File: src/sv/ncc_pkg.sv
// ----------------------------------------------------------------------------
// ncc_pkg
// shared constants, mode codes and default centres of the nearest centroid
// classifier with confusion matrix counter
// ----------------------------------------------------------------------------
package ncc_pkg;

    localparam int NUM_CLASSES     = 6;
    localparam int SAMPLE_BITS     = 12;
    localparam int COUNT_BITS      = 16;
    localparam int CLASS_BITS      = $clog2(NUM_CLASSES);
    localparam int NUM_DEFAULTS    = 6;
    localparam int APB_DATA_BITS   = 64;
    localparam int CENTRE_MAX_BITS = 48;
    localparam int QUEUE_DEPTH     = 2;
    localparam int MODE_BITS       = 2;

    typedef logic [MODE_BITS-1:0] mode_t;

    localparam mode_t MODE_CLASSIFY = 2'd0;
    localparam mode_t MODE_CLEAR    = 2'd1;
    localparam mode_t MODE_READ     = 2'd2;

    typedef logic [15:0] axis_t;

    localparam axis_t DEF_X [NUM_DEFAULTS] = '{
        16'd1480, 16'd1457, 16'd1777, 16'd1186, 16'd1476, 16'd1486
    };
    localparam axis_t DEF_Y [NUM_DEFAULTS] = '{
        16'd1502, 16'd1494, 16'd1473, 16'd1475, 16'd1177, 16'd1770
    };
    localparam axis_t DEF_Z [NUM_DEFAULTS] = '{
        16'd1788, 16'd1199, 16'd1492, 16'd1500, 16'd1494, 16'd1468
    };

    // reset value of centre register idx, fields sb bits wide
    function automatic logic [CENTRE_MAX_BITS-1:0] centre_default(input int idx,
                                                                  input int sb);
        logic [CENTRE_MAX_BITS-1:0] mask;
        logic [CENTRE_MAX_BITS-1:0] pk;
        mask = (CENTRE_MAX_BITS'(1) << sb) - CENTRE_MAX_BITS'(1);
        pk   = '0;
        if (idx < NUM_DEFAULTS)
        begin
            pk = (CENTRE_MAX_BITS'(DEF_X[idx]) & mask)
               | ((CENTRE_MAX_BITS'(DEF_Y[idx]) & mask) << sb)
               | ((CENTRE_MAX_BITS'(DEF_Z[idx]) & mask) << (2 * sb));
        end
        return pk;
    endfunction

endpackage

File: src/sv/ncc_regs.sv
// ----------------------------------------------------------------------------
// ncc_regs
// apb register file holding the cluster centres
// ----------------------------------------------------------------------------
module ncc_regs #(
    parameter int NUM_CLASSES = ncc_pkg::NUM_CLASSES,
    parameter int SAMPLE_BITS = ncc_pkg::SAMPLE_BITS,
    parameter int ADDR_BITS   = $clog2(NUM_CLASSES * 8),
    parameter int CW          = 3 * SAMPLE_BITS
) (
    input  logic                              clk,
    input  logic                              rst_n,
    input  logic                              psel,
    input  logic                              penable,
    input  logic                              pwrite,
    input  logic [ADDR_BITS-1:0]              paddr,
    input  logic [ncc_pkg::APB_DATA_BITS-1:0] pwdata,
    output logic [ncc_pkg::APB_DATA_BITS-1:0] prdata,
    output logic                              pready,
    output logic [NUM_CLASSES*CW-1:0]         centres
);

    localparam int IW = ADDR_BITS - 3;

    logic [CW-1:0] centre_reg [NUM_CLASSES];
    logic [IW-1:0] idx;
    logic          idx_ok;
    logic          wr;

    assign idx    = paddr[ADDR_BITS-1:3];
    assign idx_ok = {1'b0, idx} < (IW + 1)'(NUM_CLASSES);
    assign wr     = psel && penable && pwrite && idx_ok;
    assign pready = 1'b1;
    assign prdata = idx_ok ? ncc_pkg::APB_DATA_BITS'(centre_reg[idx]) : '0;

    always_ff @(posedge clk or negedge rst_n)
    begin
        if (!rst_n)
        begin
            for (int i = 0; i < NUM_CLASSES; i++)
            begin
                centre_reg[i] <= CW'(ncc_pkg::centre_default(i, SAMPLE_BITS));
            end
        end
        else if (wr)
        begin
            centre_reg[idx] <= pwdata[CW-1:0];
        end
    end

    always_comb
    begin
        for (int i = 0; i < NUM_CLASSES; i++)
        begin
            centres[i*CW +: CW] = centre_reg[i];
        end
    end

endmodule

File: config.mk
export PLATFORM = sky130hd
export DESIGN_NAME = ncc_regs
export DESIGN_NICKNAME = d
export VERILOG_FILES = /design/src/sv/ncc_pkg.sv /design/src/sv/ncc_regs.sv
export SDC_FILE = /design/constraint.sdc
export NUM_CORES = 1
export LEC_CHECK = 0
export BUFFER_PORTS_ARGS = -buffer_cell sky130_fd_sc_hd__buf_2
export CAP_MARGIN = 20
export CORE_MARGIN = 2
export CORE_UTILIZATION = 46
export DETAILED_ROUTE_END_ITERATION = 10
export GPL_TIMING_DRIVEN = 0
export PLACE_DENSITY = 0.75
export SLEW_MARGIN = 0
export SYNTH_ARGS = -nofsm -noshare
export SYNTH_HDL_FRONTEND = slang
export SYNTH_SLANG_ARGS = --single-unit
File: constraint.sdc
create_clock -name clk -period 1.4 [get_ports clk]
set_input_delay 0.21 -clock clk [delete_from_list [all_inputs] [get_ports clk]]
set_output_delay 0.21 -clock clk [all_outputs]
set_load 0.005 [all_outputs]
==> results.txt, run 1 <==
* Number of global-route vias before repair: 8098
- By startpoint and endpoint, the worst setup path is classified as reg -> out.
- The signal on the critical path passes through nor3b_2 > a21oi_1 > o211ai_1 > buf_2.
- Startpoint type of the worst setup path: register
- On the final layout, the worst clock skew is 0 ps.
- RePlAce Congestion: 0.806
- Reported max-cap violation count: 0
* Required time reported for the critical path endpoint: 1190 ps
* Placeable Area: 21900 um^2
* Slowest stage delay, CP: 540 ps
- Relative max-transition margin: 59.2%
- Clk Latency, worst-skew pair: 510 ps
* Top post-synthesis cells by area: sky130_fd_sc_hd__dfstp_2, sky130_fd_sc_hd__mux2_2, sky130_fd_sc_hd__dfrtp_1, sky130_fd_sc_hd__mux2i_1, sky130_fd_sc_hd__buf_4
- Clock-pin slew was measured on the worst setup and hold paths at 60 ps.
- Once routing completed, OpenROAD measured the worst setup slack at -489 ps.
* Post-Syn Area per Cell: 14.2 um^2
- Maximum root-to-sink buffer count: 3
- Synthesis inferred 216 register bits.
* Worst setup slack before clock tree synthesis: -870 ps
- Number of synthesized flops with an enable pin: 0
- Derived from the worst setup path, the maximum achievable clock frequency is 529 MHz.
- Average detailed-routed wire length per instance: 23.7 um
- The floorplan has 54 rows.
- Global route overflow: 0
- For this block, the routed nets add up to 35.2 mm of wire.
- For this run, the share of the core covered by cells in the final layout is 71.2%.
- TritonCTS built the clock tree.
- Of the cells placed in the final design, the portion with a size suffix greater than 1 is 78.6%.
- First-pass GRT wire length: 49.9 mm
* Total power consumption of the routed design: 22.0 mW
- Clock Sinks: 216
- The Yosys step of the flow raised 0 warnings.
- IR analysis of the VDD net gives a maximum drop of 1.01 mV.
- Status: complete, but fails checks
* Total iterations of the first detailed-routing run: 4
- In this run, distinct cell masters in the synthesized netlist total 27.
* Overall global routing resource usage: 27.4%
- After detailed routing, the number of vias per cell comes to 5.41.
- The floorplan step defined a die boundary enclosing 23700 um^2.
* DRC violation count after routing: 0
* Largest net degree at the start of global routing: 111
- Initial Util: 47.1%
* Maximum level of the CTS H-tree: 1
- Inserted Clock Buffers: 23
- Die width: 154 um
- The worst hold path was traced through 2 stages.
- Counting flops with an async set or reset pin after synthesis yields a share of 100%.
- From bottom edge to top edge, the die measures 154 um.
* Detailed placement HPWL: 21.2 mm
- Gate Count Post-Synth: 727
- In the final design database the tool counted 1264 nets.
- Data arrives at the worst endpoint at 1680 ps.
- Slew at the pin closest to its max-slew limit: 612 ps
* Cell taking the most area after synthesis: sky130_fd_sc_hd__dfstp_2
- Hold Path Class: in -> reg
- In this run the worst path has a maximum fanout of 2.
- Summing the sequential cell areas from Yosys gives 53.8% of the chip area.
- For this design, the slowest cell found on the critical path is sky130_fd_sc_hd__dfstp_2.
- The max-slew violation total from the final report was 0.
- The final reports fail on setup timing.
* Most frequent cells in the layout: sky130_fd_sc_hd__buf_2, sky130_fd_sc_hd__buf_6, sky130_fd_sc_hd__mux2_2, sky130_fd_sc_hd__mux2_4, sky130_fd_sc_hd__dfstp_2
- Final worst path period need: 1890 ps
- The share of synthesized area in the top cell type comes to 29.0%.
- Measured in cells, the most critical reg-to-reg path has a length of 4.
- Remaining antenna violation count: 0
- Part of the cycle the worst path needs: 135%
- Summed over all cells, the static leakage comes to 7.48 nW.
* Cell area after synthesis: 10300 um^2
- Primary FF master, synth: sky130_fd_sc_hd__dfstp_2
- Number of port buffers: 293
- Boundary Pins: 356
- Internal reg-to-reg setup slack: 340 ps
- STA classifies the critical path endpoint as an output pin.
* Placed instance count: 1328
- Cell chosen for the clock root: sky130_fd_sc_hd__clkbuf_16
* Leading cell type in the layout, fill and taps excluded: sky130_fd_sc_hd__buf_2
- Detailed-route via count: 8027
* Antenna Diode Count: 0
- Endpoints failing setup: 92
- Max FFs per register: 216
* Number of non-filler instances in the completed layout: 1485
- The number of hold-slack violations in the final timing report is 0.
* Ratio of total power to cell area: 1410 nW/um^2
- Drt first-iter violations: 373
* Area grow syn2layout: 51.1%
- Initial antenna violation count: 0
- Setup repair after global routing missed its margin: yes
## cells in the mapped netlist, types with 3 or more instances
cell type / instances
sky130_fd_sc_hd__a21oi_1: 10
sky130_fd_sc_hd__o221ai_1: 26
sky130_fd_sc_hd__a32oi_1: 10
sky130_fd_sc_hd__mux2i_1: 52
sky130_fd_sc_hd__mux2_1: 4
sky130_fd_sc_hd__buf_2: 18
sky130_fd_sc_hd__nor2b_1: 11
sky130_fd_sc_hd__dfrtp_1: 102
sky130_fd_sc_hd__nor3b_1: 10
sky130_fd_sc_hd__nand2_1: 37
sky130_fd_sc_hd__buf_6: 15
sky130_fd_sc_hd__nand2b_1: 3
sky130_fd_sc_hd__mux2_2: 248
sky130_fd_sc_hd__dfstp_2: 114
sky130_fd_sc_hd__clkbuf_1: 9
sky130_fd_sc_hd__o211ai_1: 10
sky130_fd_sc_hd__nor2_2: 3
sky130_fd_sc_hd__buf_4: 33
## power breakdown
part / internal, mW / total, mW / switching [mW]
registers: 7.96 / 9.02 / 1.06
logic: 4.35 / 6.90 / 2.55
clock network: 3.60 / 6.09 / 2.49
total: 15.9 / 22.0 / 6.10
## per-stage QoR
stage | TNS, ps | cell area (um^2) | hold WS (ps)
after floorplan | -8950 | 10800 | -85.6
after global placement | -708550 | 12600 | 488
after detailed placement | -99070 | 12700 | 305
after CTS | -13150 | 14600 | 0.0325
after global routing | -18040 | 15600 | 14.0
final | -14230 | 15600 | 14.9
## cell families (layout without fill, tap and decap cells)
kind of cell | after synthesis | count (layout) | synth area share (%)
mux | 304 | 304 | 32.5
buf+inv | 77 | 528 | 5.31
other cells | 2 | 29 | 0.0728
simple gates | 72 | 72 | 4.06
flops | 216 | 216 | 53.8
compound gates | 56 | 56 | 4.27
## cell type report
cell class,count,area [um^2]
sequential,216,5550
buffer,75,708
tap,280,350
multi-input combinational,461,5070
fill,1452,6300
clock inverter,7,85.1
timing repair buffer,412,3180
clock buffer,34,657
## layer usage
layer  up-vias  global-route usage, %  routed length, um
li1       3528                      -                  -
met1      4117                   36.6              14600
met2       310                   45.4              17400
met3        72                   5.36               2080
met4         0                   8.17               1140
met5         -                      0                  0
## worst max-delay path, delay by kind of cell (launching register included)
family	cells	cell delay, ps
AND/OR/NAND/NOR	1	160
flip-flops	1	540
AO/OA/AOI/OAI	2	300
buffers and inverters	1	180
## timing repair
action                                  in CTS  in global routing
resized for setup                          148                143
endpoints found under the setup margin      59                247
setup buffers                               61                 57
hold buffers                                11                  0
hold endpoints to repair                    72                  0
pin swaps                                   21                 21
## final timing paths
check                                     to    startpoint
max in group asynchronous        centres[90]         rst_n
worst min-delay path             centres[83]    pwdata[11]
worst max register to register   centres[29]   centres[29]
worst min register to register  centres[116]  centres[116]
min in group asynchronous       centres[111]         rst_n
worst max-delay path               prdata[8]    centres[8]
(Power assumes the default switching activity.)
==> run 2, diff against run 1 <==
--- a/config.mk
+++ b/config.mk
@@ -8,10 +8,11 @@
 export BUFFER_PORTS_ARGS = -buffer_cell sky130_fd_sc_hd__buf_2
 export CAP_MARGIN = 20
 export CORE_MARGIN = 2
-export CORE_UTILIZATION = 46
+export CORE_UTILIZATION = 47
+export CTS_BUF_LIST = sky130_fd_sc_hd__clkbuf_8
 export DETAILED_ROUTE_END_ITERATION = 10
 export GPL_TIMING_DRIVEN = 0
-export PLACE_DENSITY = 0.75
+export PLACE_DENSITY = 0.77
 export SLEW_MARGIN = 0
 export SYNTH_ARGS = -nofsm -noshare
 export SYNTH_HDL_FRONTEND = slang
==> results.txt, run 2 (synthesis results as in run 1) <==
* Status: complete, but fails checks
- Violated checks: setup timing
* Cell count of the worst hold path: 2 (unchanged)
- The number of buffers added by the clock tree synthesis step came to 38 (+65%).
- The tree is rooted in a sky130_fd_sc_hd__clkbuf_8.
- Start-to-end type of the worst setup path: reg -> out
- The final worst slack came to -504 ps (-15.1 ps).
* Reported max-cap violation count: 0 (unchanged)
- Internal reg-to-reg setup slack: 360 ps (+20 ps)
* Total wirelength of the detailed-routed design: 36.7 mm (+4.2%)
* Clock Sinks: 216 (unchanged)
* First-pass GRT wire length: 52.7 mm (+5.7%)
- The flip-flop count of the largest register after layout was 216 (unchanged).
- Total iterations of the first detailed-routing run: 4 (unchanged)
- The maximum single-stage delay on the critical path was 550 ps (about the same).
- The relative slew slack was 57.4% (-1.7 points).
- Setup repair after global routing could not meet its margin everywhere.
* Required time reported for the critical path endpoint: 1190 ps (about the same)
- The number of placement rows is 54 (unchanged).
* Die Height: 152 um (-1.0%)
* Remaining antenna violation count: 0 (unchanged)
* Startpoint type of the worst setup path: register
- Drt first-iter violations: 429 (+15%)
* Total number of nets in the final design: 1312 (+3.8%)
* Initial Util: 47.6% (+0.44 points)
* Die width: 152 um (-1.0%)
- The post-place setup slack was -904 ps (-34.3 ps).
- Final worst path period need: 1900 ps (+15.1 ps)
- Register cell area after layout: 5550 um^2 (unchanged)
* Reg2reg start: centres[62]
- The maximum fanout along the worst path was 3 (+1).
- The count of buffers inserted at the top-level ports was 293 (unchanged).
- Detailed-route via count: 8382 (+4.4%)
- The max-slew violation total from the final report is 0 (unchanged).
* Critical Path, Cell by Cell: nor3b_2 > a21oi_1 > o211ai_1 > buf_2
* Global route overflow: 0 (unchanged)
- The final critical-path share of the clock period is 136% (+1.1 points).
- From synthesis to final layout, the design area changed by 55.4%.
- Final count of hold timing violations: 0 (unchanged)
- The routability congestion estimate is 0.825 (+2.3%).
- Tracing the worst setup path back leads to its startpoint at centres[31].
- The hold slack came to 22.3 ps (+7.33 ps).
* Crit path buffers/inverters: 1 (unchanged)
- TritonCTS built the clock tree.
* Ratio of total power to cell area: 1390 nW/um^2 (-1.4%)
- The data arrival time of the worst path came to 1690 ps (about the same).
* Antenna Diode Count: 0 (unchanged)
- The worst hold path terminates at centres[58].
* Hold Path Class: in -> reg
* Multi-input gate area in the final layout: 4980 um^2 (-1.7%)
- Count of cells along the worst register-to-register path: 4 (unchanged)
- The cell leakage power is 7.72 nW (+3.2%).
- The worst-case vdd ir drop came to 0.981 mV (-3.0%).
- The die area is 23200 um^2 (-2.1%).
- Leading cell type in the layout, fill and taps excluded: sky130_fd_sc_hd__buf_6
- Filler instances: 1385 (-4.6%)
- In the layout the commonest cells are sky130_fd_sc_hd__buf_6, sky130_fd_sc_hd__buf_2, sky130_fd_sc_hd__mux2_2, sky130_fd_sc_hd__mux2_4, sky130_fd_sc_hd__dfstp_2.
- On the critical path the largest part of the delay comes from flip-flops.
- Hold wc startpoint: pwdata[22]
- Endpoints failing setup: 109 (+18%)
- Largest net degree at the start of global routing: 110 (-0.90%)
- The top-level port count came to 356 (unchanged).
- The initial antenna violation count was 0 (unchanged).
- The setup clock skew after layout is 0 ps (unchanged).
- The total number of H-tree levels came to 2 (+1).
- Detailed placement HPWL: 21.2 mm (+0.13%)
- Average detailed-routed wire length per instance: 23.7 um (about the same)
- Placeable Area: 21700 um^2 (-0.93%)
- The via-per-instance ratio is 5.42 (+0.30%).
- On the critical path, the stage with the largest delay is an instance of sky130_fd_sc_hd__dfstp_2.
* DRC violation count after routing: 0 (unchanged)
- Slew at the pin closest to its max-slew limit: 636 ps (+24.0 ps)
* Sort of element at the end of the critical path: output pin
- Clock transition at the registers of the reported paths: 60 ps (about the same)
- The maximum operating frequency was 525 MHz (-0.79%).
- The maximum clock insertion buffer count was 3 (unchanged).
* Overall global routing resource usage: 29.3% (+2.0 points)
* End of the worst register-to-register path: centres[62]
* Clk Latency, worst-skew pair: 530 ps (+20 ps)
* Number of global-route vias before repair: 8884 (+9.7%)
* Share of post-route cells with drive strength above 1: 75.9% (-2.7 points)
## run 2: cell types whose count changed in the layout (fill, tap and decap cells not counted), moves of 9 or more
cell,delta
sky130_fd_sc_hd__inv_1,+12
sky130_fd_sc_hd__clkbuf_16,-23
sky130_fd_sc_hd__dlygate4sd3_1,+25
sky130_fd_sc_hd__clkbuf_8,+49
sky130_fd_sc_hd__buf_4,-9
sky130_fd_sc_hd__buf_6,+39
sky130_fd_sc_hd__buf_2,-22
## run 2: worst max-delay path by stage
| stage | endpoint | slack, ps | depth (start not counted) |
|---|---|---|---|
| after floorplan | centres[11] | -140 | 5 |
| final | prdata[31] | -500 | 4 |
| after detailed placement | prdata[12] | -900 | 7 |
| after CTS | prdata[0] | -440 | 4 |
| after global routing | prdata[31] | -530 | 4 |
| after global placement | centres[125] | -3470 | 1 |
## run 2: metrics by stage
step / power [mW] / utilization (%) / cells / TNS, ps / instance area [um^2]
finish: 22.3 / 74.0 / 1546 / -17020 / 16000
global route: 23.2 / 74.0 / 1546 / -22440 / 16000
CTS: 21.3 / 70.4 / 1507 / -16450 / 15300
detailed placement: 13.7 / 58.5 / 1328 / -100080 / 12700
global placement: 13.5 / 58.3 / 1327 / -692460 / 12600
floorplan: 11.3 / - / 754 / -8950 / 10800
## run 2: area by class of cell
| class | count | share of cell area, % |
|---|---|---|
| repair buffers | 445 | 23.0 |
| flip-flops and latches | 216 | 34.6 |
| well taps | 280 | 2.18 |
| clock buffers | 52 | 4.46 |
| multi-input cells | 461 | 31.1 |
| plain buffers | 75 | 4.24 |
| clock inverters | 17 | 0.452 |
## run 2: timing repair
action                                 4_1_cts  5_1_grt
endpoints found under the hold margin      248        0
resized for setup                          191      112
buffers inserted                            76       56
hold buffers                                36        0
setup endpoints to repair                  152      276
pin swaps                                   21       12
## run 2: report_power, final
group	total, mW	internal [mW]	switching (mW)
registers	9.04	7.97	1.08
logic	7.26	4.63	2.63
clock network	6.02	3.30	2.71
total	22.3	15.9	6.42
## run 2: layer usage
| metal | track usage, % | wire length (um) | up-vias |
|---|---|---|---|
| met5 | 0 | 0 | - |
| met4 | 12.5 | 1460 | 0 |
| met3 | 6.37 | 2360 | 99 |
| met2 | 47.7 | 17900 | 355 |
| met1 | 38.3 | 15000 | 4314 |
| li1 | - | - | 3614 |
