`src/sv/ncc_pkg.sv`:
```
// ----------------------------------------------------------------------------
// ncc_pkg
// shared constants, mode codes and default centres of the nearest centroid
// classifier with confusion matrix counter
// ----------------------------------------------------------------------------
package ncc_pkg;

    localparam int NUM_CLASSES     = 6;
    localparam int SAMPLE_BITS     = 12;
    localparam int COUNT_BITS      = 16;
    localparam int CLASS_BITS      = $clog2(NUM_CLASSES);
    localparam int NUM_DEFAULTS    = 6;
    localparam int APB_DATA_BITS   = 64;
    localparam int CENTRE_MAX_BITS = 48;
    localparam int QUEUE_DEPTH     = 2;
    localparam int MODE_BITS       = 2;

    typedef logic [MODE_BITS-1:0] mode_t;

    localparam mode_t MODE_CLASSIFY = 2'd0;
    localparam mode_t MODE_CLEAR    = 2'd1;
    localparam mode_t MODE_READ     = 2'd2;

    typedef logic [15:0] axis_t;

    localparam axis_t DEF_X [NUM_DEFAULTS] = '{
        16'd1480, 16'd1457, 16'd1777, 16'd1186, 16'd1476, 16'd1486
    };
    localparam axis_t DEF_Y [NUM_DEFAULTS] = '{
        16'd1502, 16'd1494, 16'd1473, 16'd1475, 16'd1177, 16'd1770
    };
    localparam axis_t DEF_Z [NUM_DEFAULTS] = '{
        16'd1788, 16'd1199, 16'd1492, 16'd1500, 16'd1494, 16'd1468
    };

    // reset value of centre register idx, fields sb bits wide
    function automatic logic [CENTRE_MAX_BITS-1:0] centre_default(input int idx,
                                                                  input int sb);
        logic [CENTRE_MAX_BITS-1:0] mask;
        logic [CENTRE_MAX_BITS-1:0] pk;
        mask = (CENTRE_MAX_BITS'(1) << sb) - CENTRE_MAX_BITS'(1);
        pk   = '0;
        if (idx < NUM_DEFAULTS)
        begin
            pk = (CENTRE_MAX_BITS'(DEF_X[idx]) & mask)
               | ((CENTRE_MAX_BITS'(DEF_Y[idx]) & mask) << sb)
               | ((CENTRE_MAX_BITS'(DEF_Z[idx]) & mask) << (2 * sb));
        end
        return pk;
    endfunction

endpackage

```
`src/sv/ncc_if.sv`:
```


interface ncc_result_if #(
    parameter int CLASS_BITS = ncc_pkg::CLASS_BITS,
    parameter int COUNT_BITS = ncc_pkg::COUNT_BITS
);
    logic                  valid;
    logic                  ready;
    logic [CLASS_BITS-1:0] predicted_class;
    logic [COUNT_BITS-1:0] cell_count;
    logic                  count_saturated;

    modport source (
        output valid, predicted_class, cell_count, count_saturated,
        input  ready
    );
    modport sink (
        input  valid, predicted_class, cell_count, count_saturated,
        output ready
    );
endinterface

```
`src/sv/ncc_back.sv`:
```
// ----------------------------------------------------------------------------
// ncc_back
// confusion matrix memory: read, saturating increment, write back, result
// register; live bits give the cleared state at once, with no clearing cycle
// ----------------------------------------------------------------------------
module ncc_back #(
    parameter int NUM_CLASSES = ncc_pkg::NUM_CLASSES,
    parameter int COUNT_BITS  = ncc_pkg::COUNT_BITS,
    parameter int CB          = $clog2(NUM_CLASSES)
) (
    input  logic           clk,
    input  logic           rst_n,
    input  logic           q_valid,
    output logic           q_ready,
    input  ncc_pkg::mode_t q_mode,
    input  logic [CB-1:0]  q_row,
    input  logic [CB-1:0]  q_col,
    ncc_result_if.source   results
);

    localparam int N     = NUM_CLASSES;
    localparam int DEPTH = N * N;
    localparam int AW    = $clog2(DEPTH);
    localparam int LW    = 2 * CB + 1;
    localparam logic [COUNT_BITS-1:0] COUNT_MAX = '1;

    logic [COUNT_BITS-1:0] mem [DEPTH];
    logic [DEPTH-1:0]      live_reg;

    logic                  s1_valid_reg;
    ncc_pkg::mode_t        s1_mode_reg;
    logic [CB-1:0]         s1_col_reg;
    logic [AW-1:0]         s1_addr_reg;
    logic                  s1_hit_reg;
    logic                  s1_fwd_reg;
    logic [COUNT_BITS-1:0] s1_fwd_data_reg;
    logic [COUNT_BITS-1:0] rd_data_reg;

    logic                  o_valid_reg;
    logic [CB-1:0]         o_pred_reg;
    logic [COUNT_BITS-1:0] o_count_reg;
    logic                  o_sat_reg;

    logic [LW-1:0]         lin;
    logic [AW-1:0]         addr_in;
    logic                  hit_in;
    logic                  take;
    logic                  s1_adv;
    logic [COUNT_BITS-1:0] old;
    logic [COUNT_BITS-1:0] inc;
    logic                  wr_en;
    logic                  clr;
    logic [CB-1:0]         pred_next;
    logic [COUNT_BITS-1:0] count_next;
    logic                  sat_next;

    assign lin     = LW'(q_row) * LW'(N) + LW'(q_col);
    assign addr_in = lin[AW-1:0];
    assign hit_in  = ({1'b0, q_row} < (CB + 1)'(N)) && ({1'b0, q_col} < (CB + 1)'(N));

    assign s1_adv  = s1_valid_reg && (!o_valid_reg || results.ready);
    assign q_ready = !s1_valid_reg || s1_adv;
    assign take    = q_valid && q_ready;

    // last write bypasses the memory when it lands in the same cycle as the read
    assign old   = !live_reg[s1_addr_reg] ? '0
                 : (s1_fwd_reg ? s1_fwd_data_reg : rd_data_reg);
    assign inc   = (old == COUNT_MAX) ? old : old + 1'b1;
    assign wr_en = s1_adv && s1_hit_reg && (s1_mode_reg == ncc_pkg::MODE_CLASSIFY);
    assign clr   = s1_adv && (s1_mode_reg == ncc_pkg::MODE_CLEAR);

    always_comb
    begin
        pred_next  = '0;
        count_next = '0;
        sat_next   = 1'b0;
        case (s1_mode_reg)
            ncc_pkg::MODE_CLASSIFY:
            begin
                pred_next = s1_col_reg;
                if (s1_hit_reg)
                begin
                    count_next = inc;
                    sat_next   = inc == COUNT_MAX;
                end
            end
            ncc_pkg::MODE_READ:
            begin
                if (s1_hit_reg)
                begin
                    count_next = old;
                    sat_next   = old == COUNT_MAX;
                end
            end
            default:
            begin
                pred_next = '0;
            end
        endcase
    end

    always_ff @(posedge clk)
    begin
        if (wr_en)
        begin
            mem[s1_addr_reg] <= inc;
        end
        if (take)
        begin
            rd_data_reg <= mem[addr_in];
        end
    end

    always_ff @(posedge clk or negedge rst_n)
    begin
        if (!rst_n)
        begin
            live_reg     <= '0;
            s1_valid_reg <= 1'b0;
            o_valid_reg  <= 1'b0;
        end
        else
        begin
            if (clr)
            begin
                live_reg <= '0;
            end
            else if (wr_en)
            begin
                live_reg[s1_addr_reg] <= 1'b1;
            end
            if (take)
            begin
                s1_valid_reg <= 1'b1;
            end
            else if (s1_adv)
            begin
                s1_valid_reg <= 1'b0;
            end
            if (s1_adv)
            begin
                o_valid_reg <= 1'b1;
            end
            else if (results.ready)
            begin
                o_valid_reg <= 1'b0;
            end
        end
    end

    always_ff @(posedge clk)
    begin
        if (take)
        begin
            s1_mode_reg     <= q_mode;
            s1_col_reg      <= q_col;
            s1_addr_reg     <= addr_in;
            s1_hit_reg      <= hit_in;
            s1_fwd_reg      <= wr_en && (s1_addr_reg == addr_in);
            s1_fwd_data_reg <= inc;
        end
        if (s1_adv)
        begin
            o_pred_reg  <= pred_next;
            o_count_reg <= count_next;
            o_sat_reg   <= sat_next;
        end
    end

    assign results.valid           = o_valid_reg;
    assign results.predicted_class = o_pred_reg;
    assign results.cell_count      = o_count_reg;
    assign results.count_saturated = o_sat_reg;

endmodule

```
`src/flat_wrapper.sv`:
```
// flat-port wrapper written by rule: the top's interface ports become plain ports
module ncc_back_flat 
#(
    parameter int NUM_CLASSES = ncc_pkg::NUM_CLASSES,
    parameter int COUNT_BITS  = ncc_pkg::COUNT_BITS,
    parameter int CB          = $clog2(NUM_CLASSES)
)
  (clk, rst_n, q_valid, q_ready, q_mode, q_row, q_col, results_valid, results_predicted_class, results_cell_count, results_count_saturated, results_ready);
  ncc_result_if #(.COUNT_BITS(COUNT_BITS)) results_i ();
  input  logic clk;
  input  logic rst_n;
  input  logic q_valid;
  output logic q_ready;
  input  ncc_pkg::mode_t q_mode;
  input  logic [CB-1:0] q_row;
  input  logic [CB-1:0] q_col;
  output wire logic [$bits(results_i.valid)-1:0] results_valid;
  output wire logic [$bits(results_i.predicted_class)-1:0] results_predicted_class;
  output wire logic [$bits(results_i.cell_count)-1:0] results_cell_count;
  output wire logic [$bits(results_i.count_saturated)-1:0] results_count_saturated;
  input wire logic [$bits(results_i.ready)-1:0] results_ready;
  assign results_valid = results_i.valid;
  assign results_predicted_class = results_i.predicted_class;
  assign results_cell_count = results_i.cell_count;
  assign results_count_saturated = results_i.count_saturated;
  assign results_i.ready = results_ready;
  ncc_back #(.NUM_CLASSES(NUM_CLASSES), .COUNT_BITS(COUNT_BITS), .CB(CB)) u_core (.clk(clk), .rst_n(rst_n), .q_valid(q_valid), .q_ready(q_ready), .q_mode(q_mode), .q_row(q_row), .q_col(q_col), .results(results_i));
endmodule
```
`config.mk`:
```
export PLATFORM = sky130hd
export DESIGN_NAME = ncc_back_flat
export DESIGN_NICKNAME = d
export VERILOG_FILES = /design/src/sv/ncc_pkg.sv /design/src/sv/ncc_if.sv /design/src/sv/ncc_back.sv /design/src/flat_wrapper.sv
export SDC_FILE = /design/constraint.sdc
export NUM_CORES = 1
export LEC_CHECK = 0
export BUFFER_PORTS_ARGS = -buffer_cell sky130_fd_sc_hd__buf_2
export CORE_MARGIN = 1.5
export CORE_UTILIZATION = 39
export DETAILED_ROUTE_END_ITERATION = 16
export SYNTH_ARGS = -nofsm -noshare
export SYNTH_HDL_FRONTEND = slang
export SYNTH_SLANG_ARGS = --single-unit
```
`constraint.sdc`:
```
create_clock -name clk -period 6.3 [get_ports clk]
set_input_delay 1.26 -clock clk [delete_from_list [all_inputs] [get_ports clk]]
set_output_delay 1.26 -clock clk [all_outputs]
set_load 0.02 [all_outputs]
```
==> summary.md, run 1 <==
| Metric | Value |
|---|---|
| Routability Congestion | 0.860 |
| Top_reg_cell synth | edfxtp_1 |
| Max VDD drop | 161 uV |
| Max Transition Viols Final | 0 |
| Clock Path Buffers | 3 |
| Area Overhead vs Synth | 14.2% |
| Setup CP Type | reg2reg |
| Drt initial violations | 1437 |
| Fillers | 5757 |
| Syn nets | 1341 |
| Layout cells sized above 1 | 28.2% |
| TritonCTS Buffers | 71 |
| Detailed Route WL | 63.4 mm |
| Leading cell type in the layout, fill and taps excluded | edfxtp_1 |
| Status | completed |
| Max Clock Skew | 0.0194 ns |
| Post-Route Setup TNS | 0 ns |
| Seq/Total Area, Yosys | 74.5% |
| Crit path time final | 5.26 ns |
| Startpoint type of the worst setup path | flop |
| First-pass GRT wire length | 93.1 mm |
| Max reg flops | 576 |
| Largest net degree at the start of global routing | 70 |
| Seq. cell area | 20200 sq um |
| Clock slew at the register clock pins of the worst setup and hold paths | 0.07 ns |
| Final Setup Violations | 0 |
| Post-DP HPWL | 35.0 mm |
| Max_slew headroom | 15.1% |
| CP max stage delay | 0.99 ns |
| Count of buffers from port buffering | 33 |
| DRT antenna net count | 0 |
| Clk_lat worst skew | 0.59 ns |
| Final Cycle Share | 83.5% |
| Root buf cell | clkbuf_16 |
| Synth async-reset ratio | 5.60% |
| Multi-input logic area | 6870 sq um |
| Distinct cells, synth | 61 |
| Die area | 71000 sq um |
| Die H | 266 um |
| Vias in the first global route | 13.8k |
| H-tree levels | 3 |
| Core ar. | 68600 sq um |
| Syn_area_per_cell | 20.5 sq um |
| Pwr Density | 315 nW/um^2 |
| Leak pwr | 9.99 nW |
| Worst EP required | 6.41 ns |
| I/O Pins | 34 |
| Crit path DAT | 5.37 ns |
| Final nets | 1430 |
| Hold slack final | 0.490 ns |
| Worst-Margin Slew | 1.27 ns |
| Vias per cell | 5.57 |
| Total grt overflow | 0 |
| Max cap viols | 0 |
| RSZ-0062 raised after global routing | false |
| Post-route non-filler standard cell count | 2389 |
| Most frequent cells in the layout | edfxtp_1, mux4_2, clkbuf_16, nor2_1, buf_4 |
| Clk sinks | 678 |
| Post-Synthesis Cells | 1321 |
| Max Clock Freq | 190 MHz |
| Crit-path max FO | 37 |
| Setup bufs post-CTS | 0 |
| Vias | 13.3k |
| Overall routing resource usage | 18.3% |
| Slowest CP cell | edfxtp_1 |
| CTS tree | done |
| Synthesized flop and latch total | 678 |
| Synthesized area | 27100 sq um |
| Post-CTS sizing | 0 |
| Residual DRC | 0 |
| Initial antenna violation count | 1 |
| Crit end category | flop |
| Ys Warns | 0 |
| Avg WL per Cell | 26.5 um |
| Drt first pass iters | 5 |
| # rows | 96 |
| DP Cell Count | 2268 |
| Chip width | 266 um |
| Post-CTS Hold Buffers | 0 |
| HP Class | reg2reg |
| Number of enable-type register cells in the synthesized netlist | 640 |
| Cell Chain, Critical Path | nor2b_1 > a221oi_1 > a31oi_1 > a21oi_1 > o311a_1 > nor2_1 > ha_1 > nand4_2 > a211oi_4 > nand3_4 > and2_1 > or3_1 |
| Final Hold Viols | 0 |
| Initial Util | 39.5% |
-- critical path, delay by kind of cell, from the launching register on --
family | cells | cell delay [ns]
compound gates | 5 | 1.41
flops | 1 | 0.99
fa+ha+maj | 1 | 0.34
simple gates | 6 | 2.00
-- path summary, 6_finish.rpt --
path / startpoint / endpoint / slack [ns] / cells past startpoint
max: u_core.s1_addr_reg[0] / u_core.mem[25][0] / 1.04 / 12
min: u_core.live_reg[4] / u_core.live_reg[4] / 0.49 / 1
max reg2reg: u_core.s1_addr_reg[0] / u_core.mem[25][0] / 1.04 / 12
min reg2reg: u_core.live_reg[4] / u_core.live_reg[4] / 0.49 / 1
max in group asynchronous: rst_n / u_core.live_reg[10] / 5.00 / 1
min in group asynchronous: rst_n / u_core.live_reg[13] / 0.77 / 1
-- power breakdown --
group	total (W)	internal, W	switching [W]
clock network	0.00383	0.00221	0.00161
registers	0.00504	0.00499	0.0000436
logic	0.000862	0.000353	0.000509
-- synth_stat cells (2+ instances only) --
cell type	number	area (sq um)
buf_6	2	22.5
nand2b_1	8	50.1
a31oi_1	5	31.3
xor2_1	11	96.3
buf_2	9	45.0
mux2_2	5	56.3
and3_1	8	50.1
mux4_2	181	4080
inv_1	9	33.8
fa_1	2	40.0
and3b_1	2	17.5
nor2_1	95	357
xnor2_1	12	105
a21o_1	4	30.0
dfrtp_1	38	951
a211oi_1	2	15.0
nand4b_1	3	26.3
nand4_1	5	31.3
nor2b_1	12	75.1
nand3_1	11	55.1
and2_1	10	62.6
o21ai_0	8	40.0
o211ai_1	5	37.5
a21oi_1	27	135
edfxtp_1	640	19200
a311oi_1	2	17.5
ha_1	6	75.1
o21a_1	36	270
nand3b_1	5	37.5
nor3_1	10	50.1
mux2i_1	34	340
nor3b_1	3	22.5
buf_1	5	18.8
clkbuf_1	49	184
nor4_1	4	25.0
or3_1	3	18.8
nand2_1	26	97.6
-- through the flow --
| step | area (sq um) | worst slack [ns] | total power (W) | util, % |
|---|---|---|---|---|
| after floorplan | 27100 | 0.845 | 0.00568 | - |
| after global placement | 28800 | 1.23 | 0.00599 | 42.0 |
| after detailed placement | 28800 | 0.959 | 0.00600 | 42.0 |
| after CTS | 30900 | 0.931 | 0.00981 | 45.0 |
| after global routing | 30900 | 0.720 | 0.0100 | 45.1 |
| final | 30900 | 1.04 | 0.00973 | 45.1 |
-- layer usage --
metal  vias to the layer above  track usage, %  routed length, um
met5                         -               0                  0
met4                         0            4.18                998
met3                        71            3.68               3850
met2                       411            29.8              31000
met1                      7203            25.6              27500
li1                       5622               -                  -
-- cells by family (layout without fill, tap and decap cells) --
| logic type | Yosys count | count (layout) | synth area share [%] |
|---|---|---|---|
| other | 0 | 2 | 0 |
| xor gates and xnor gates | 23 | 23 | 0.744 |
| DFF | 678 | 678 | 74.5 |
| buffers and inverters | 75 | 210 | 1.14 |
| and+or+nand+nor | 211 | 211 | 3.89 |
| adders and majority gates | 8 | 8 | 0.425 |
| muxes | 220 | 220 | 16.5 |
| AOI/OAI and AO/OA | 106 | 106 | 2.74 |
-- final cells by class --
type,instances,share of cell area [%]
clock buffers,93,6.22
clock inverters,26,0.530
well taps,931,3.77
inverters,10,0.121
diodes,2,0.0162
multi-input cells,568,22.2
repair buffers,81,1.85
flip-flops and latches,678,65.3
Note: power is estimated with default switching activity, not from simulation.
==> inputs of run 2 (changes only) <==
clock period = 4.24 ns   (was 6.3 ns; I/O delays follow)
==> run 2 against run 1 <==
Compared with the run above: first-iteration DRC count shrank 18%; clock skew increased by 0.0070 ns; global-route usage increased by 0.34 points; core utilization rose by 0.77 points.
==> summary.md, run 2 (synthesized netlist as in run 1, its figures left out) <==
| Metric | Value |
|---|---|
| Total grt overflow | 0 (unchanged) |
| Vias in the first global route | 13.9k (+0.97%) |
| Hold slack final | 0.367 ns (-0.123 ns) |
| Residual DRC | 0 (unchanged) |
| # rows | 96 (unchanged) |
| Cell Chain, Critical Path | buf_12 > nor2b_1 > a221oi_1 > a31oi_1 > a21oi_1 > o311a_1 > nor2_1 > ha_2 > nand4_2 > a211oi_4 > nand3_4 > o31a_1 > or4b_1 > nor4_2 > a21o_1 |
| Placed cell area | 29100 sq um (+1.1%) |
| Largest net degree at the start of global routing | 43 (-39%) |
| Crit-path max FO | 21 (-43%) |
| CP max stage delay | 0.48 ns (-0.51 ns) |
| Clk_lat worst skew | 0.61 ns (+0.02 ns) |
| DRT antenna net count | 0 (unchanged) |
| Area Overhead vs Synth | 16.2% |
| Layout cells sized above 1 | 31.5% (+3.4 points) |
| Clock Path Buffers | 3 (unchanged) |
| Vias per cell | 5.49 (-1.4%) |
| Fillers | 5730 (-0.47%) |
| Worst EP required | 4.72 ns (-1.69 ns) |
| HP Class | in2async |
| Startpoint type of the worst setup path | flop |
| Root buf cell | clkbuf_16 |
| CP delay by family, top | compound AO/OA/AOI/OAI gates |
| Max Clock Freq | 250 MHz (+31%) |
| Worst path depth | 15 (+3) |
| Final Setup Violations | 0 (unchanged) |
| I/O Pins | 34 (unchanged) |
| Slowest CP cell | or4b_1 |
| Crit path time final | 4.00 ns (-1.26 ns) |
| First-pass GRT wire length | 94.9 mm (+1.9%) |
| Final Cycle Share | 94.5% (+11 points) |
| Status | completed |
| Setup CP Type | reg2reg |
| Post-DP HPWL | 37.3 mm (+6.4%) |
| Chip width | 266 um (unchanged) |
| Max Transition Viols Final | 0 (unchanged) |
| Drt first pass iters | 5 (unchanged) |
| Worst-Margin Slew | 1.07 ns (-0.200 ns) |
| Final Hold Viols | 0 (unchanged) |
| Crit path DAT | 4.48 ns (-0.89 ns) |
| H-tree levels | 3 (unchanged) |
| Final Cell Area | 31400 sq um (+1.7%) |
| Leading cell type in the layout, fill and taps excluded | edfxtp_1 |
| Die area | 71000 sq um (unchanged) |
| Leak pwr | 10.3 nW (+3.4%) |
| Max Clock Skew | 0.0264 ns (+0.00699 ns) |
| Reg2Reg Depth | 15 (+3) |
| Most frequent cells in the layout | edfxtp_1, mux4_2, buf_4, clkbuf_16, nor2_1 |
| TritonCTS Buffers | 71 (unchanged) |
| Drt initial violations | 1173 (-18%) |
| Max_slew headroom | 28.1% (+13 points) |
| Pwr Density | 471 nW/um^2 (+50%) |
| Detailed Route WL | 65.6 mm (+3.5%) |
| Vias | 13.4k (+0.95%) |
| Total power | 0.0148 W (+52%) |
| Max reg flops | 576 (unchanged) |
| Initial Util | 39.5% (unchanged) |
| Clock slew at the register clock pins of the worst setup and hold paths | 0.06 ns (about the same) |
| Routability Congestion | 0.830 (-3.5%) |
| Max VDD drop | 245 uV (+52%) |
| Clk sinks | 678 (unchanged) |
| CP bufs+invs | 1 (+1) |
| Crit end category | flop |
| Post-Route Setup TNS | 0 ns (unchanged) |
| Initial antenna violation count | 4 (+3) |
| Final nets | 1479 (+3.4%) |
| Count of buffers from port buffering | 33 (unchanged) |
| Post-route non-filler standard cell count | 2445 (+2.3%) |
| DP Cell Count | 2306 (+1.7%) |
| Post-CTS Hold Buffers | 0 (unchanged) |
| Max cap viols | 0 (unchanged) |
| CTS tree | done |
| Core ar. | 68600 sq um (unchanged) |
| Avg WL per Cell | 26.8 um (+1.1%) |
| Die H | 266 um (unchanged) |
| Overall routing resource usage | 18.7% (+0.34 points) |
[run 2: changes by cell type in the layout (fill, tap and decap cells not counted), sizes merged]
cell	previous run	this run
inv	10	12
clkbuf	93	94
bufinv	2	4
nor2	95	96
clkinvlp	0	2
nor3	10	11
buf	81	128
[run 2: path summary, 6_finish.rpt]
path / slack [ns] / from / end
max in group asynchronous: 3.31 / rst_n / u_core.live_reg[14]
min reg2reg: 0.49 / u_core.live_reg[8] / u_core.live_reg[8]
min in group clk: 0.43 / q_mode[0] / u_core.s1_mode_reg[0]
max reg2reg: 0.24 / u_core.s1_addr_reg[0] / u_core.results.count_saturated
max: 0.24 / u_core.s1_addr_reg[0] / u_core.results.count_saturated
min: 0.37 / rst_n / u_core.live_reg[32]
[run 2: stage by stage]
| step | util, % | setup WS [ns] |
|---|---|---|
| after floorplan | - | -0.124 |
| after global placement | 42.5 | 0.165 |
| after detailed placement | 42.5 | 0.0133 |
| after CTS | 45.6 | 0.00328 |
| after global routing | 45.8 | -0.0234 |
| final | 45.8 | 0.235 |
[run 2: layout make-up]
type,count,area (sq um),share of cell area (%)
Clock buffer,94,1890,6.02
Tap cell,931,1160,3.71
Multi-Input combinational cell,570,6830,21.7
Antenna cell,2,5.00,0.0159
Inverter,10,37.5,0.119
Clock inverter,32,289,0.919
Timing Repair Buffer,128,1050,3.34
Sequential cell,678,20200,64.2
[run 2: power by group]
group	internal, W	switching, W
sequential	0.00742	0.0000520
clock	0.00340	0.00254
combinational	0.000567	0.000831
total	0.0114	0.00342
[run 2: per-layer routing]
| metal | global-route usage [%] | share of wire (%) | vias to the layer above |
|---|---|---|---|
| li1 | - | - | 5734 |
| met2 | 30.8 | 49 | 373 |
| met1 | 24.9 | 42 | 7211 |
| met3 | 4.08 | 6.1 | 114 |
| met5 | 0 | 0.015 | - |
| met4 | 5.68 | 2.6 | 2 |
[run 2: repair_timing]
action	in CTS	in global routing
resized for setup	0	5
setup buffers	0	9
setup endpoints to repair	0	218
