--- config.mk ---
export PLATFORM = sky130hd
export DESIGN_NAME = ncc_queue
export DESIGN_NICKNAME = d
export VERILOG_FILES = /design/src/sv/ncc_pkg.sv /design/src/sv/ncc_queue.sv
export SDC_FILE = /design/constraint.sdc
export NUM_CORES = 1
export LEC_CHECK = 0
export ABC_AREA = 1
export BUFFER_PORTS_ARGS = -buffer_cell sky130_fd_sc_hd__buf_2
export CAP_MARGIN = 10
export CORE_ASPECT_RATIO = 1.4
export CORE_MARGIN = 2
export CORE_UTILIZATION = 25
export DETAILED_ROUTE_END_ITERATION = 16
export SYNTH_ARGS = -nofsm -noshare
export SYNTH_HDL_FRONTEND = slang
export SYNTH_SLANG_ARGS = --single-unit
--- constraint.sdc ---
create_clock -name clk -period 2.4 [get_ports clk]
set_clock_uncertainty 0.2 [all_clocks]
set_input_delay 0.48 -clock clk [delete_from_list [all_inputs] [get_ports clk]]
set_output_delay 0.48 -clock clk [all_outputs]
set_load 0.05 [all_outputs]
--- src/sv/ncc_pkg.sv ---
// ----------------------------------------------------------------------------
// ncc_pkg
// shared constants, mode codes and default centres of the nearest centroid
// classifier with confusion matrix counter
// ----------------------------------------------------------------------------
package ncc_pkg;

    localparam int NUM_CLASSES     = 6;
    localparam int SAMPLE_BITS     = 12;
    localparam int COUNT_BITS      = 16;
    localparam int CLASS_BITS      = $clog2(NUM_CLASSES);
    localparam int NUM_DEFAULTS    = 6;
    localparam int APB_DATA_BITS   = 64;
    localparam int CENTRE_MAX_BITS = 48;
    localparam int QUEUE_DEPTH     = 2;
    localparam int MODE_BITS       = 2;

    typedef logic [MODE_BITS-1:0] mode_t;

    localparam mode_t MODE_CLASSIFY = 2'd0;
    localparam mode_t MODE_CLEAR    = 2'd1;
    localparam mode_t MODE_READ     = 2'd2;

    typedef logic [15:0] axis_t;

    localparam axis_t DEF_X [NUM_DEFAULTS] = '{
        16'd1480, 16'd1457, 16'd1777, 16'd1186, 16'd1476, 16'd1486
    };
    localparam axis_t DEF_Y [NUM_DEFAULTS] = '{
        16'd1502, 16'd1494, 16'd1473, 16'd1475, 16'd1177, 16'd1770
    };
    localparam axis_t DEF_Z [NUM_DEFAULTS] = '{
        16'd1788, 16'd1199, 16'd1492, 16'd1500, 16'd1494, 16'd1468
    };

    // reset value of centre register idx, fields sb bits wide
    function automatic logic [CENTRE_MAX_BITS-1:0] centre_default(input int idx,
                                                                  input int sb);
        logic [CENTRE_MAX_BITS-1:0] mask;
        logic [CENTRE_MAX_BITS-1:0] pk;
        mask = (CENTRE_MAX_BITS'(1) << sb) - CENTRE_MAX_BITS'(1);
        pk   = '0;
        if (idx < NUM_DEFAULTS)
        begin
            pk = (CENTRE_MAX_BITS'(DEF_X[idx]) & mask)
               | ((CENTRE_MAX_BITS'(DEF_Y[idx]) & mask) << sb)
               | ((CENTRE_MAX_BITS'(DEF_Z[idx]) & mask) << (2 * sb));
        end
        return pk;
    endfunction

endpackage

--- src/sv/ncc_queue.sv ---
// ----------------------------------------------------------------------------
// ncc_queue
// small fifo between the distance pipeline and the counter stage
// ----------------------------------------------------------------------------
module ncc_queue #(
    parameter int WIDTH = 8,
    parameter int DEPTH = ncc_pkg::QUEUE_DEPTH
) (
    input  logic             clk,
    input  logic             rst_n,
    input  logic             push_valid,
    output logic             push_ready,
    input  logic [WIDTH-1:0] push_data,
    output logic             pop_valid,
    input  logic             pop_ready,
    output logic [WIDTH-1:0] pop_data
);

    localparam int PW = $clog2(DEPTH);
    localparam int NW = $clog2(DEPTH + 1);

    logic [WIDTH-1:0] slot_reg [DEPTH];
    logic [PW-1:0]    wr_ptr_reg;
    logic [PW-1:0]    rd_ptr_reg;
    logic [NW-1:0]    fill_reg;
    logic             push;
    logic             pop;

    assign push_ready = fill_reg != NW'(DEPTH);
    assign pop_valid  = fill_reg != '0;
    assign pop_data   = slot_reg[rd_ptr_reg];
    assign push       = push_valid && push_ready;
    assign pop        = pop_valid && pop_ready;

    always_ff @(posedge clk or negedge rst_n)
    begin
        if (!rst_n)
        begin
            wr_ptr_reg <= '0;
            rd_ptr_reg <= '0;
            fill_reg   <= '0;
        end
        else
        begin
            if (push)
            begin
                wr_ptr_reg <= (wr_ptr_reg == PW'(DEPTH - 1)) ? '0 : wr_ptr_reg + 1'b1;
            end
            if (pop)
            begin
                rd_ptr_reg <= (rd_ptr_reg == PW'(DEPTH - 1)) ? '0 : rd_ptr_reg + 1'b1;
            end
            if (push && !pop)
            begin
                fill_reg <= fill_reg + 1'b1;
            end
            else if (pop && !push)
            begin
                fill_reg <= fill_reg - 1'b1;
            end
        end
    end

    always_ff @(posedge clk)
    begin
        if (push)
        begin
            slot_reg[wr_ptr_reg] <= push_data;
        end
    end

endmodule

==> results by group, run 1 <==
Status
  – Status: finished, final reports clean

Clocking
  – Number of clock buffers inserted by TritonCTS: 3
  – Clock transition at the registers of the reported paths: 0.07 ns
  – Post-CTS setup buffer count: 0
  – TritonCTS Sinks: 20
  – H-tree depth: 1
  – Worst-skew pair later-pin latency: between 0.2 and 0.3 ns
  – Root buf cell: clkbuf_8
  – Clock Tree Buf Depth: 2
  – CTS tree: yes

Setup path
  – Beginning of the critical path: rd_ptr_reg
  – Slowest cell on the critical path: dfrtp_1
  – Worst Setup End Kind: primary output
  – Crit path DAT: ~1.3 ns
  – Slowest stage delay, CP: 0.50 ns
  – Crit path kind: register to primary output
  – FF-to-FF Start: fill_reg[0]
  – Worst Setup Start Kind: register
  – Critical-path maximum fanout: 10
  – Req. time, crit path: 1.72 ns
  – Cell mode on critical path: nand2_1
  – Crit-path cells: inv_2 > nand2_1 > nand2_1 > buf_2

Floorplanning
  – Core area: 3150 um^2
  – Die X: 52.6 um
  – Row count: 24
  – DIE HEIGHT: 72.1 um
  – Initial core utilization: a little over a quarter
  – DIE AREA: 3790 um^2
  – Num ports: 22

Finish
  – Antenna Diode Count: 0
  – Layout area overhead: 25.7%
  – Fin cells: 136
  – Final nets: 111
  – Layout cells sized above 1: a little over a third
  – Filler instances: 328
  – Largest register FFs: 16

Hold path
  – Startpoint of the worst hold path: push_data[3]
  – HP Class: primary input to register

STA
  – Sum Neg Setup Slack: 0 ns
  – Worst slew pin tran: 0.332 ns
  – Max-slew headroom: 77.9%
  – RSZ-0062 raised after global routing: no
  – Final setup fails: 0
  – Final Hold Viols: 0
  – Highest Clock Rate: 494 MHz
  – Final Cycle Share: between 80% and 90%
  – Min Tclk post-route: just over 2 ns
  – Pins Over Slew Limit: 0

Global route
  – Number of global-route vias before repair: 584
  – Largest net degree at the start of global routing: 12
  – Antenna violations before repair: 0
  – GR Util All Layers: between 8 and 9%
  – Total grt overflow: 0
  – Global-route wire length before repair: roughly 2.5 mm

Synth
  – Syn_area_per_cell: around 12 um^2
  – Mapped Area: between 800 and 900 um^2
  – Synth Warn #: 0
  – Unique masters post-synth: 14
  – Synth Instances: 70
  – Seq/Total Area, Yosys: between 70% and 80%
  – FF+latch count, synth: 20
  – Syn Nets: 83

Route
  – First DRT Iteration DRCs: 7
  – Drt wl/cell: 11.0 um
  – Drt drc: 0
  – Wirelength, routed: 1.49 mm
  – DR vias/cell: around 4.0
  – First-pass DRT Iterations: 4
  – Final ANT Viol Nets: 0
  – Vias post-DR: roughly 540

Power and ir drop
  – Power per cell area: about 1400 nW/um^2
  – Max VDD drop: 0.648 mV
  – P_leak: around 0.48 nW

Placement
  – I/O Buffers: 21
  – Hpwl dp: approximately 1.2 mm
  – GP Congestion: 0.700
  – Dpl cells: roughly 130

Flow run
  – Maxcap violations: 0
-- layout make-up --
class / count / area [um^2] / share of cell area (%)
tap: 39 / 48.8 / 4.69
multi-input combinational: 42 / 209 / 20.1
inverter: 7 / 26.3 / 2.53
timing repair buffer: 24 / 130 / 12.5
clock inverter: 1 / 3.75 / 0.361
sequential: 20 / 581 / 55.8
clock buffer: 3 / 41.3 / 3.97
-- per-stage QoR --
step                hold WS [ns]  utilization, %  power, mW  cell area (um^2)  setup slack (ns)
floorplan                -0.0156               -       1.13               827             0.748
detailed placement        0.0945            31.2       1.29               985             0.624
CTS                        0.207            33.0       1.51              1040             0.349
global route               0.200            33.0       1.59              1040             0.229
finish                     0.215            33.0       1.49              1040             0.376
global placement          0.0927            31.2       1.28               985             0.657
-- per-layer routing --
| metal | up-vias | global-route usage (%) | routed length, um |
|---|---|---|---|
| met5 | - | 0 | 0 |
| met4 | 0 | 3.42 | 0 |
| met3 | 0 | 2.47 | 106 |
| met2 | 17 | 15.7 | 771 |
| met1 | 249 | 10.1 | 615 |
| li1 | 277 | - | - |
-- cell usage in the layout (no fill, tap or decap) --
master	netlist	final
dlygate4sd3_1	0	1
xnor2_1	1	1
inv_2	3	3
nand2_2	2	2
nand4_1	1	1
nand3_1	2	2
clkinv_1	0	1
nand2_1	30	30
xor2_2	1	1
dfrtp_1	4	4
nand2_4	2	2
edfxtp_1	16	16
inv_1	4	4
buf_2	0	21
nor2_1	2	2
ha_1	1	1
clkbuf_8	0	3
buf_4	0	2
-- critical path: cells and delay by family, from the launching register on --
family | cells | cell delay, ns
DFF | 1 | 0.50
buffers and inverters | 2 | 0.46
and+or+nand+nor | 2 | 0.14
-- what timing repair did --
| action | 4_1_cts | 5_1_grt |
|---|---|---|
| hold endpoints to repair | 4 | 0 |
| gates resized for setup | 0 | 0 |
| hold buffers | 1 | 0 |
-- synth_stat cells (all sizes together) --
cell	n	share of area (%)
nor2	2	0.91
ha	1	1.5
nand3	2	1.2
nand2	34	18
inv	7	3.2
nand4	1	0.76
edfxtp	16	58
dfrtp	4	12
xnor2	1	1.1
buf	1	1.4
xor2	1	2.0
-- report_power, final --
group / switching [mW] / internal (mW)
registers: 0.0635 / 0.484
clock network: 0.105 / 0.114
logic: 0.547 / 0.182
total: 0.715 / 0.779
-- logic make-up (layout without fill, tap and decap cells) --
group,Yosys count,count (layout),synth area share [%]
buffers and inverters,8,35,4.54
XOR/XNOR,2,2,3.03
AND/OR/NAND/NOR,39,39,20.7
adder cells (fa/ha/maj),1,1,1.51
flip-flops,20,20,70.2
-- path summary, 6_finish.rpt --
| path | depth (start not counted) | slack [ns] | end |
|---|---|---|---|
| max | 4 | 0.38 | pop_data[4] |
| max in group asynchronous | 2 | 1.53 | rd_ptr_reg |
| max reg2reg | 9 | 0.84 | fill_reg[1] |
| min | 1 | 0.21 | slot_reg[1][3] |
| min in group asynchronous | 2 | 0.35 | wr_ptr_reg |
| min reg2reg | 1 | 0.32 | fill_reg[0] |
Note: power is estimated with default switching activity, not from simulation.
==> run 2: changes to the inputs <==
==> constraint.sdc (replaced) <==
create_clock -name clk -period 1.8 [get_ports clk]
set_clock_uncertainty 0.2 [all_clocks]
set_input_delay 0.36 -clock clk [delete_from_list [all_inputs] [get_ports clk]]
set_output_delay 0.36 -clock clk [all_outputs]
set_load 0.05 [all_outputs]
==> run 2 against run 1 <==
Net effect: worst setup slack worse by 0.29 ns; clock power up 30%; flip-flop and latch count did not move; sequential power increased by 32%; via count is 0.18% higher; combinational power increased by 47%; count of clock-buffer cells in the layout unchanged; largest cell class unchanged.
==> results by group, run 2 (synthesis gave the netlist of run 1 again) <==
Status
  – Status: finished, final reports clean

Setup path
  – Slowest stage delay, CP: 0.46 ns
  – Slowest cell on the critical path: dfrtp_2
  – Crit path buffers/inverters: 2
  – FF-to-FF Start: fill_reg[0]
  – Worst Setup Start Kind: register
  – Crit path DAT: 1.15 ns
  – Critical path's top delay family: flip-flops
  – Critical-path maximum fanout: 7
  – Req. time, crit path: 1.24 ns
  – Worst Setup End Kind: primary output
  – Crit path kind: register to primary output
  – Beginning of the critical path: rd_ptr_reg
  – Crit-path cells: buf_4 > nand2_1 > nand2_1 > buf_4

Global route
  – GRT met2 Usage: 15.8%
  – GR Util All Layers: 8.64%
  – GR Util met3: between 1.5 and 2%
  – Number of global-route vias before repair: 574
  – GR Layer Usage met1: 8.53%
  – Global-route wire length before repair: 2.31 mm
  – Largest net degree at the start of global routing: 12
  – Total grt overflow: 0
  – Antenna violations before repair: 0
  – Grt peak-use layer: met2

Clocking
  – TritonCTS Sinks: 20
  – Clock transition at the registers of the reported paths: 0.07 ns
  – CTS tree: yes
  – Number of clock buffers inserted by TritonCTS: 3
  – Root buf cell: clkbuf_8
  – Post-CTS setup buffer count: 0
  – Clock Tree Buf Depth: 2
  – Worst-skew pair later-pin latency: about 0.25 ns
  – H-tree depth: 1

Route
  – Drt drc: 0
  – Vias post-DR: 544
  – Wirelength, routed: 1.42 mm
  – Drt wl/cell: 10.4 um
  – DR vias/cell: 3.97
  – Final ANT Viol Nets: 0
  – First-pass DRT Iterations: 3
  – First DRT Iteration DRCs: 9

Floorplanning
  – DIE HEIGHT: 72.1 um
  – Num ports: 22
  – DIE AREA: 3790 um^2
  – Row count: 24
  – Core area: 3150 um^2
  – Die X: about 53 um
  – Initial core utilization: 26.2%

Power and ir drop
  – Internal Power: roughly 1.1 mW
  – Sequential share of power: 34.8%
  – Logic pwr share: 51.5%
  – Clock Power Share: 13.7%
  – Power per cell area: 1930 nW/um^2
  – Psw: 959 uW
  – Max VDD drop: 1.00 mV
  – P_leak: 0.492 nW
  – Switching Share: a little under half

Placement
  – Pre-CTS WS: 0.212 ns
  – Placed cell areas: 992 um^2
  – Hpwl dp: 1.13 mm
  – GP Congestion: 0.714
  – I/O Buffers: 21

Finish
  – Layout area overhead: 30.0%
  – Area occupied by multi-input gates: 209 um^2
  – Antenna Diode Count: 0
  – FF/Latch Area: 582 um^2
  – Fin area: 1070 um^2
  – Most frequent cells in the layout: nand2_1 (30), edfxtp_1 (16), buf_2 (13), buf_4 (10), inv_1 (4)
  – Most common cell after layout, fill and taps aside: nand2_1
  – Final nets: roughly 110
  – Largest register FFs: 16
  – Filler instances: approximately 330
  – Layout cells sized above 1: 36.7%

STA
  – Highest Clock Rate: 584 MHz
  – Max-slew headroom: 83.6%
  – Sum Neg Setup Slack: 0 ns
  – RSZ-0062 raised after global routing: no
  – Setup ws final: 0.0885 ns
  – Final Hold Viols: 0
  – Final Cycle Share: 95.1%
  – Worst slew pin tran: 0.247 ns
  – Pins Over Slew Limit: 0
  – Min Tclk post-route: 1.71 ns
  – Final setup fails: 0

Flow run
  – Maxcap violations: 0

Hold path
  – Startpoint of the worst hold path: push_data[0]
  – HP Class: primary input to register
run 2: final cells by class:
type,instances,share of cell area (%)
Clock inverter,1,0.349
Sequential cell,20,54.1
Clock buffer,3,3.84
Multi-Input combinational cell,42,19.4
Inverter,7,2.68
Timing Repair Buffer,25,15.0
Tap cell,39,4.54
run 2: path summary, 6_finish.rpt:
| check | cells past startpoint | end | slack, ns |
|---|---|---|---|
| worst max-delay path | 4 | pop_data[3] | 0.09 |
| worst min-delay path | 1 | slot_reg[0][0] | 0.09 |
| worst max register to register | 9 | fill_reg[1] | 0.21 |
| worst min register to register | 1 | fill_reg[0] | 0.34 |
| max in group asynchronous | 2 | rd_ptr_reg | 1.04 |
| min in group asynchronous | 2 | wr_ptr_reg | 0.23 |
run 2: repair_timing:
action                                  CTS  global route
hold buffers                              1             0
endpoints found under the setup margin    8             8
pin swaps                                 0             0
hold endpoints to repair                  4             0
gates resized for setup                   8             3
run 2: power groups by stage:
stage	Combinational, mW	Sequential (mW)	Clock, mW
6_report	1.07	0.724	0.285
5_1_grt	1.15	0.737	0.321
4_1_cts	1.08	0.719	0.294
3_5_place_dp	1.01	0.730	0
3_3_place_gp	0.992	0.723	0
2_1_floorplan	0.802	0.702	0
run 2: through the flow:
step / utilization [%] / std cells / power [mW] / hold slack [ns]
finish: 34.1 / 137 / 2.08 / 0.0932
global route: 34.1 / 137 / 2.21 / 0.0787
CTS: 33.8 / 137 / 2.09 / 0.0863
detailed placement: 31.5 / 132 / 1.74 / -0.0278
global placement: 31.5 / 132 / 1.72 / -0.0278
floorplan: - / 70 / 1.50 / -0.136
run 2: routing by layer:
layer	part of all wire [%]	routed length, um	vias up
met5	0	0	-
met4	1.6	23	0
met3	5.3	75	4
met2	56	794	17
met1	37	529	240
li1	-	-	283
==> run 3: changes to the inputs <==
--- a/config.mk
+++ b/config.mk
@@ -5,13 +5,13 @@
 export SDC_FILE = /design/constraint.sdc
 export NUM_CORES = 1
 export LEC_CHECK = 0
-export ABC_AREA = 1
 export BUFFER_PORTS_ARGS = -buffer_cell sky130_fd_sc_hd__buf_2
 export CAP_MARGIN = 10
 export CORE_ASPECT_RATIO = 1.4
 export CORE_MARGIN = 2
 export CORE_UTILIZATION = 25
 export DETAILED_ROUTE_END_ITERATION = 16
+export GPL_ROUTABILITY_DRIVEN = 0
 export SYNTH_ARGS = -nofsm -noshare
 export SYNTH_HDL_FRONTEND = slang
 export SYNTH_SLANG_ARGS = --single-unit
==> run 3 against run 2 <==
Net effect: the flow now finishes with violations (negative setup slack); fmax shrank 5.8%; non-clock buffer count unchanged; routed wire length is 11% lower; die area decreased by 4.5%; final cell count decreased by 20%; first-iteration DRC count decreased by 78%; core utilization up 1.5 points; design area is 1.4% higher; critical endpoint is now pop_data[6].
==> results by group, run 3 <==
Setup path
  – Worst Setup Start Kind: register
  – Crit path kind: register to primary output
  – Flop2flop setup slack: 0.17 ns
  – FF-to-FF Start: fill_reg[0]
  – Crit path buffers/inverters: 2
  – Slowest cell on the critical path: dfrtp_2
  – Worst-case reg-to-reg path depth: 6
  – Beginning of the critical path: rd_ptr_reg
  – Critical path's top delay family: flip-flops
  – Req. time, crit path: 1.24 ns
  – Slowest stage delay, CP: 0.42 ns
  – Worst Setup End Kind: primary output
  – Crit-path cells: buf_6 > mux2_4 > buf_8
  – FF-to-FF End: fill_reg[1]
  – Critical-path maximum fanout: 5
  – Crit path DAT: 1.26 ns

Global route
  – Largest net degree at the start of global routing: 12
  – Global-route wire length before repair: 2.19 mm
  – Number of global-route vias before repair: 479
  – Total grt overflow: 0
  – Antenna violations before repair: 0
  – GR Util All Layers: ~8.3%

Route
  – Vias post-DR: 440
  – Drt wl/cell: 11.5 um
  – Drt drc: 0
  – First DRT Iteration DRCs: 2
  – Final ANT Viol Nets: 0
  – First-pass DRT Iterations: 2
  – Wirelength, routed: 1.26 mm
  – DR vias/cell: approximately 4.0

Synth
  – Unique masters post-synth: 14
  – Synth Warn #: 0
  – Syn_area_per_cell: 18.3 um^2
  – Post-synth top area share: between 60% and 70%
  – Mapped Area: approximately 790 um^2
  – Synth top area cells: edfxtp_1 (61%), dfrtp_1 (13%), mux2_2 (11%)
  – Async SR Flop Fraction: approximately a fifth
  – Synth Instances: 43
  – Synth cell count leaders: edfxtp_1 (16), mux2_2 (8), dfrtp_1 (4)
  – Most frequent cell after synthesis: edfxtp_1
  – Cell taking the most area after synthesis: edfxtp_1
  – Top_reg_cell synth: edfxtp_1
  – Seq/Total Area, Yosys: about 74%
  – Number of flops mapped to enable cells by yosys: 16
  – FF+latch count, synth: 20
  – Syn Nets: 56

STA
  – Pins Over Slew Limit: 0
  – Final Hold Viols: 0
  – Setup ws final: -0.0174 ns
  – Min Tclk post-route: around 1.8 ns
  – Final setup fails: 5
  – RSZ-0062 raised after global routing: yes
  – Final Cycle Share: 101%
  – Max-slew headroom: 73.8%
  – Worst slew pin tran: about 0.39 ns
  – Highest Clock Rate: 550 MHz

Floorplanning
  – Row count: 24
  – DIE AREA: 3620 um^2
  – Initial core utilization: 25.7%
  – Core area: 3060 um^2
  – Die X: 51.4 um
  – DIE HEIGHT: 70.4 um
  – Num ports: 22

Flow run
  – Maxcap violations: 0

Clocking
  – Number of clock buffers inserted by TritonCTS: 3
  – TritonCTS Sinks: 20
  – Clock Tree Buf Depth: 2
  – Clock transition at the registers of the reported paths: 0.07 ns
  – Worst-skew pair later-pin latency: ~0.25 ns
  – CTS tree: yes
  – Root buf cell: clkbuf_8
  – H-tree depth: 1

Finish
  – Fin area: 1090 um^2
  – Most frequent cells in the layout: edfxtp_1 (16), buf_2 (13), buf_6 (9), mux2_2 (7), clkbuf_8 (4)
  – Final nets: 85
  – Layout cells sized above 1: 56.3%
  – Layout area overhead: 38.5%
  – Fin cells: 110
  – Most common cell after layout, fill and taps aside: edfxtp_1
  – Antenna Diode Count: 0
  – Largest register FFs: 16

Placement
  – I/O Buffers: 21
  – Dpl cells: 103
  – Hpwl dp: approximately 940 um
  – Placed cell areas: 943 um^2

Hold path
  – Worst Hold Path EP: slot_reg[1][3]
  – HP Class: primary input to register
  – Worst hold stages: 1
  – Startpoint of the worst hold path: push_data[3]

Power and ir drop
  – Power per cell area: 1930 nW/um^2
  – P_leak: 0.440 nW
  – Max VDD drop: just under 1 mV

Status
  – Status: complete, but fails checks
  – Failing checks: negative setup slack
-- run 3: cell count changes after synthesis, moves of 2 or more --
cell     previous run  this run
nand2_2             2         0
nand2_1            30         1
xnor2_1             1         3
mux2_2              0         8
inv_2               3         0
inv_1               4         1
nand3_1             2         0
xor2_1              0         2
-- run 3: logic make-up (layout without fill, tap and decap cells) --
logic type	count (synthesis)	after routing	synth area share, %
DFF	20	20	73.8
and+or+nand+nor	7	7	6.52
xor gates and xnor gates	5	5	5.57
muxes	8	8	11.4
adders and majority gates	1	1	1.59
buffers and inverters	2	30	1.11
-- run 3: where the power goes --
part           internal [mW]  switching, mW  total [mW]
Sequential             0.650         0.0676       0.718
Combinational          0.439          0.618        1.06
Clock                  0.194          0.136       0.330
Total                   1.28          0.822        2.10
-- run 3: what timing repair did --
action,4_1_cts,5_1_grt
endpoints found under the setup margin,8,8
hold endpoints to repair,4,0
gates resized for setup,20,2
buffers inserted,2,0
hold buffers,1,0
-- run 3: stage by stage --
| step | power (mW) | util, % | setup TNS, ns | hold slack [ns] | setup WS (ns) |
|---|---|---|---|---|---|
| 6_report | 2.10 | 35.6 | -0.0606 | 0.0900 | -0.0174 |
| 5_1_grt | 2.21 | 35.6 | -0.333 | 0.0884 | -0.0537 |
| 4_1_cts | 2.12 | 35.3 | -0.108 | 0.0848 | -0.0228 |
| 3_5_place_dp | 1.60 | 30.8 | 0 | -0.0264 | 0.0716 |
| 3_3_place_gp | 1.59 | 30.8 | 0 | -0.0299 | 0.0633 |
| 2_1_floorplan | 1.43 | - | 0 | -0.136 | 0.0991 |
-- run 3: routing by layer --
metal,up-vias,global-route usage [%],routed length [um],share of wire [%]
met5,-,0,0,0
met4,0,4.39,21,1.7
li1,208,-,-,-
met3,2,1.71,62,4.9
met2,14,15.0,699,55
met1,216,8.60,479,38
-- run 3: layout make-up --
cell class	instances	area (um^2)
tap	39	48.8
fill	315	1970
sequential	20	582
inverter	1	3.75
clock buffer	4	55.1
timing repair buffer	25	199
multi-input combinational	21	201
-- run 3: worst max-delay path by stage --
| stage | to | slack, ns | cells after the start |
|---|---|---|---|
| after CTS | pop_data[3] | -0.02 | 3 |
| after floorplan | slot_reg[0][0] | 0.1 | 3 |
| after global placement | pop_data[3] | 0.06 | 2 |
| after detailed placement | pop_data[3] | 0.07 | 2 |
| after global routing | pop_data[4] | -0.05 | 3 |
| final | pop_data[6] | -0.02 | 3 |
-- run 3: worst register-to-register path, stage by stage, from the launching register on --
cell and delay [ns]:
dfrtp_1 0.43, nand2b_4 0.17, nand2_1 0.11, inv_1 0.05
ha_1 0.30, nor2_1 0.14, xor2_1 0.15
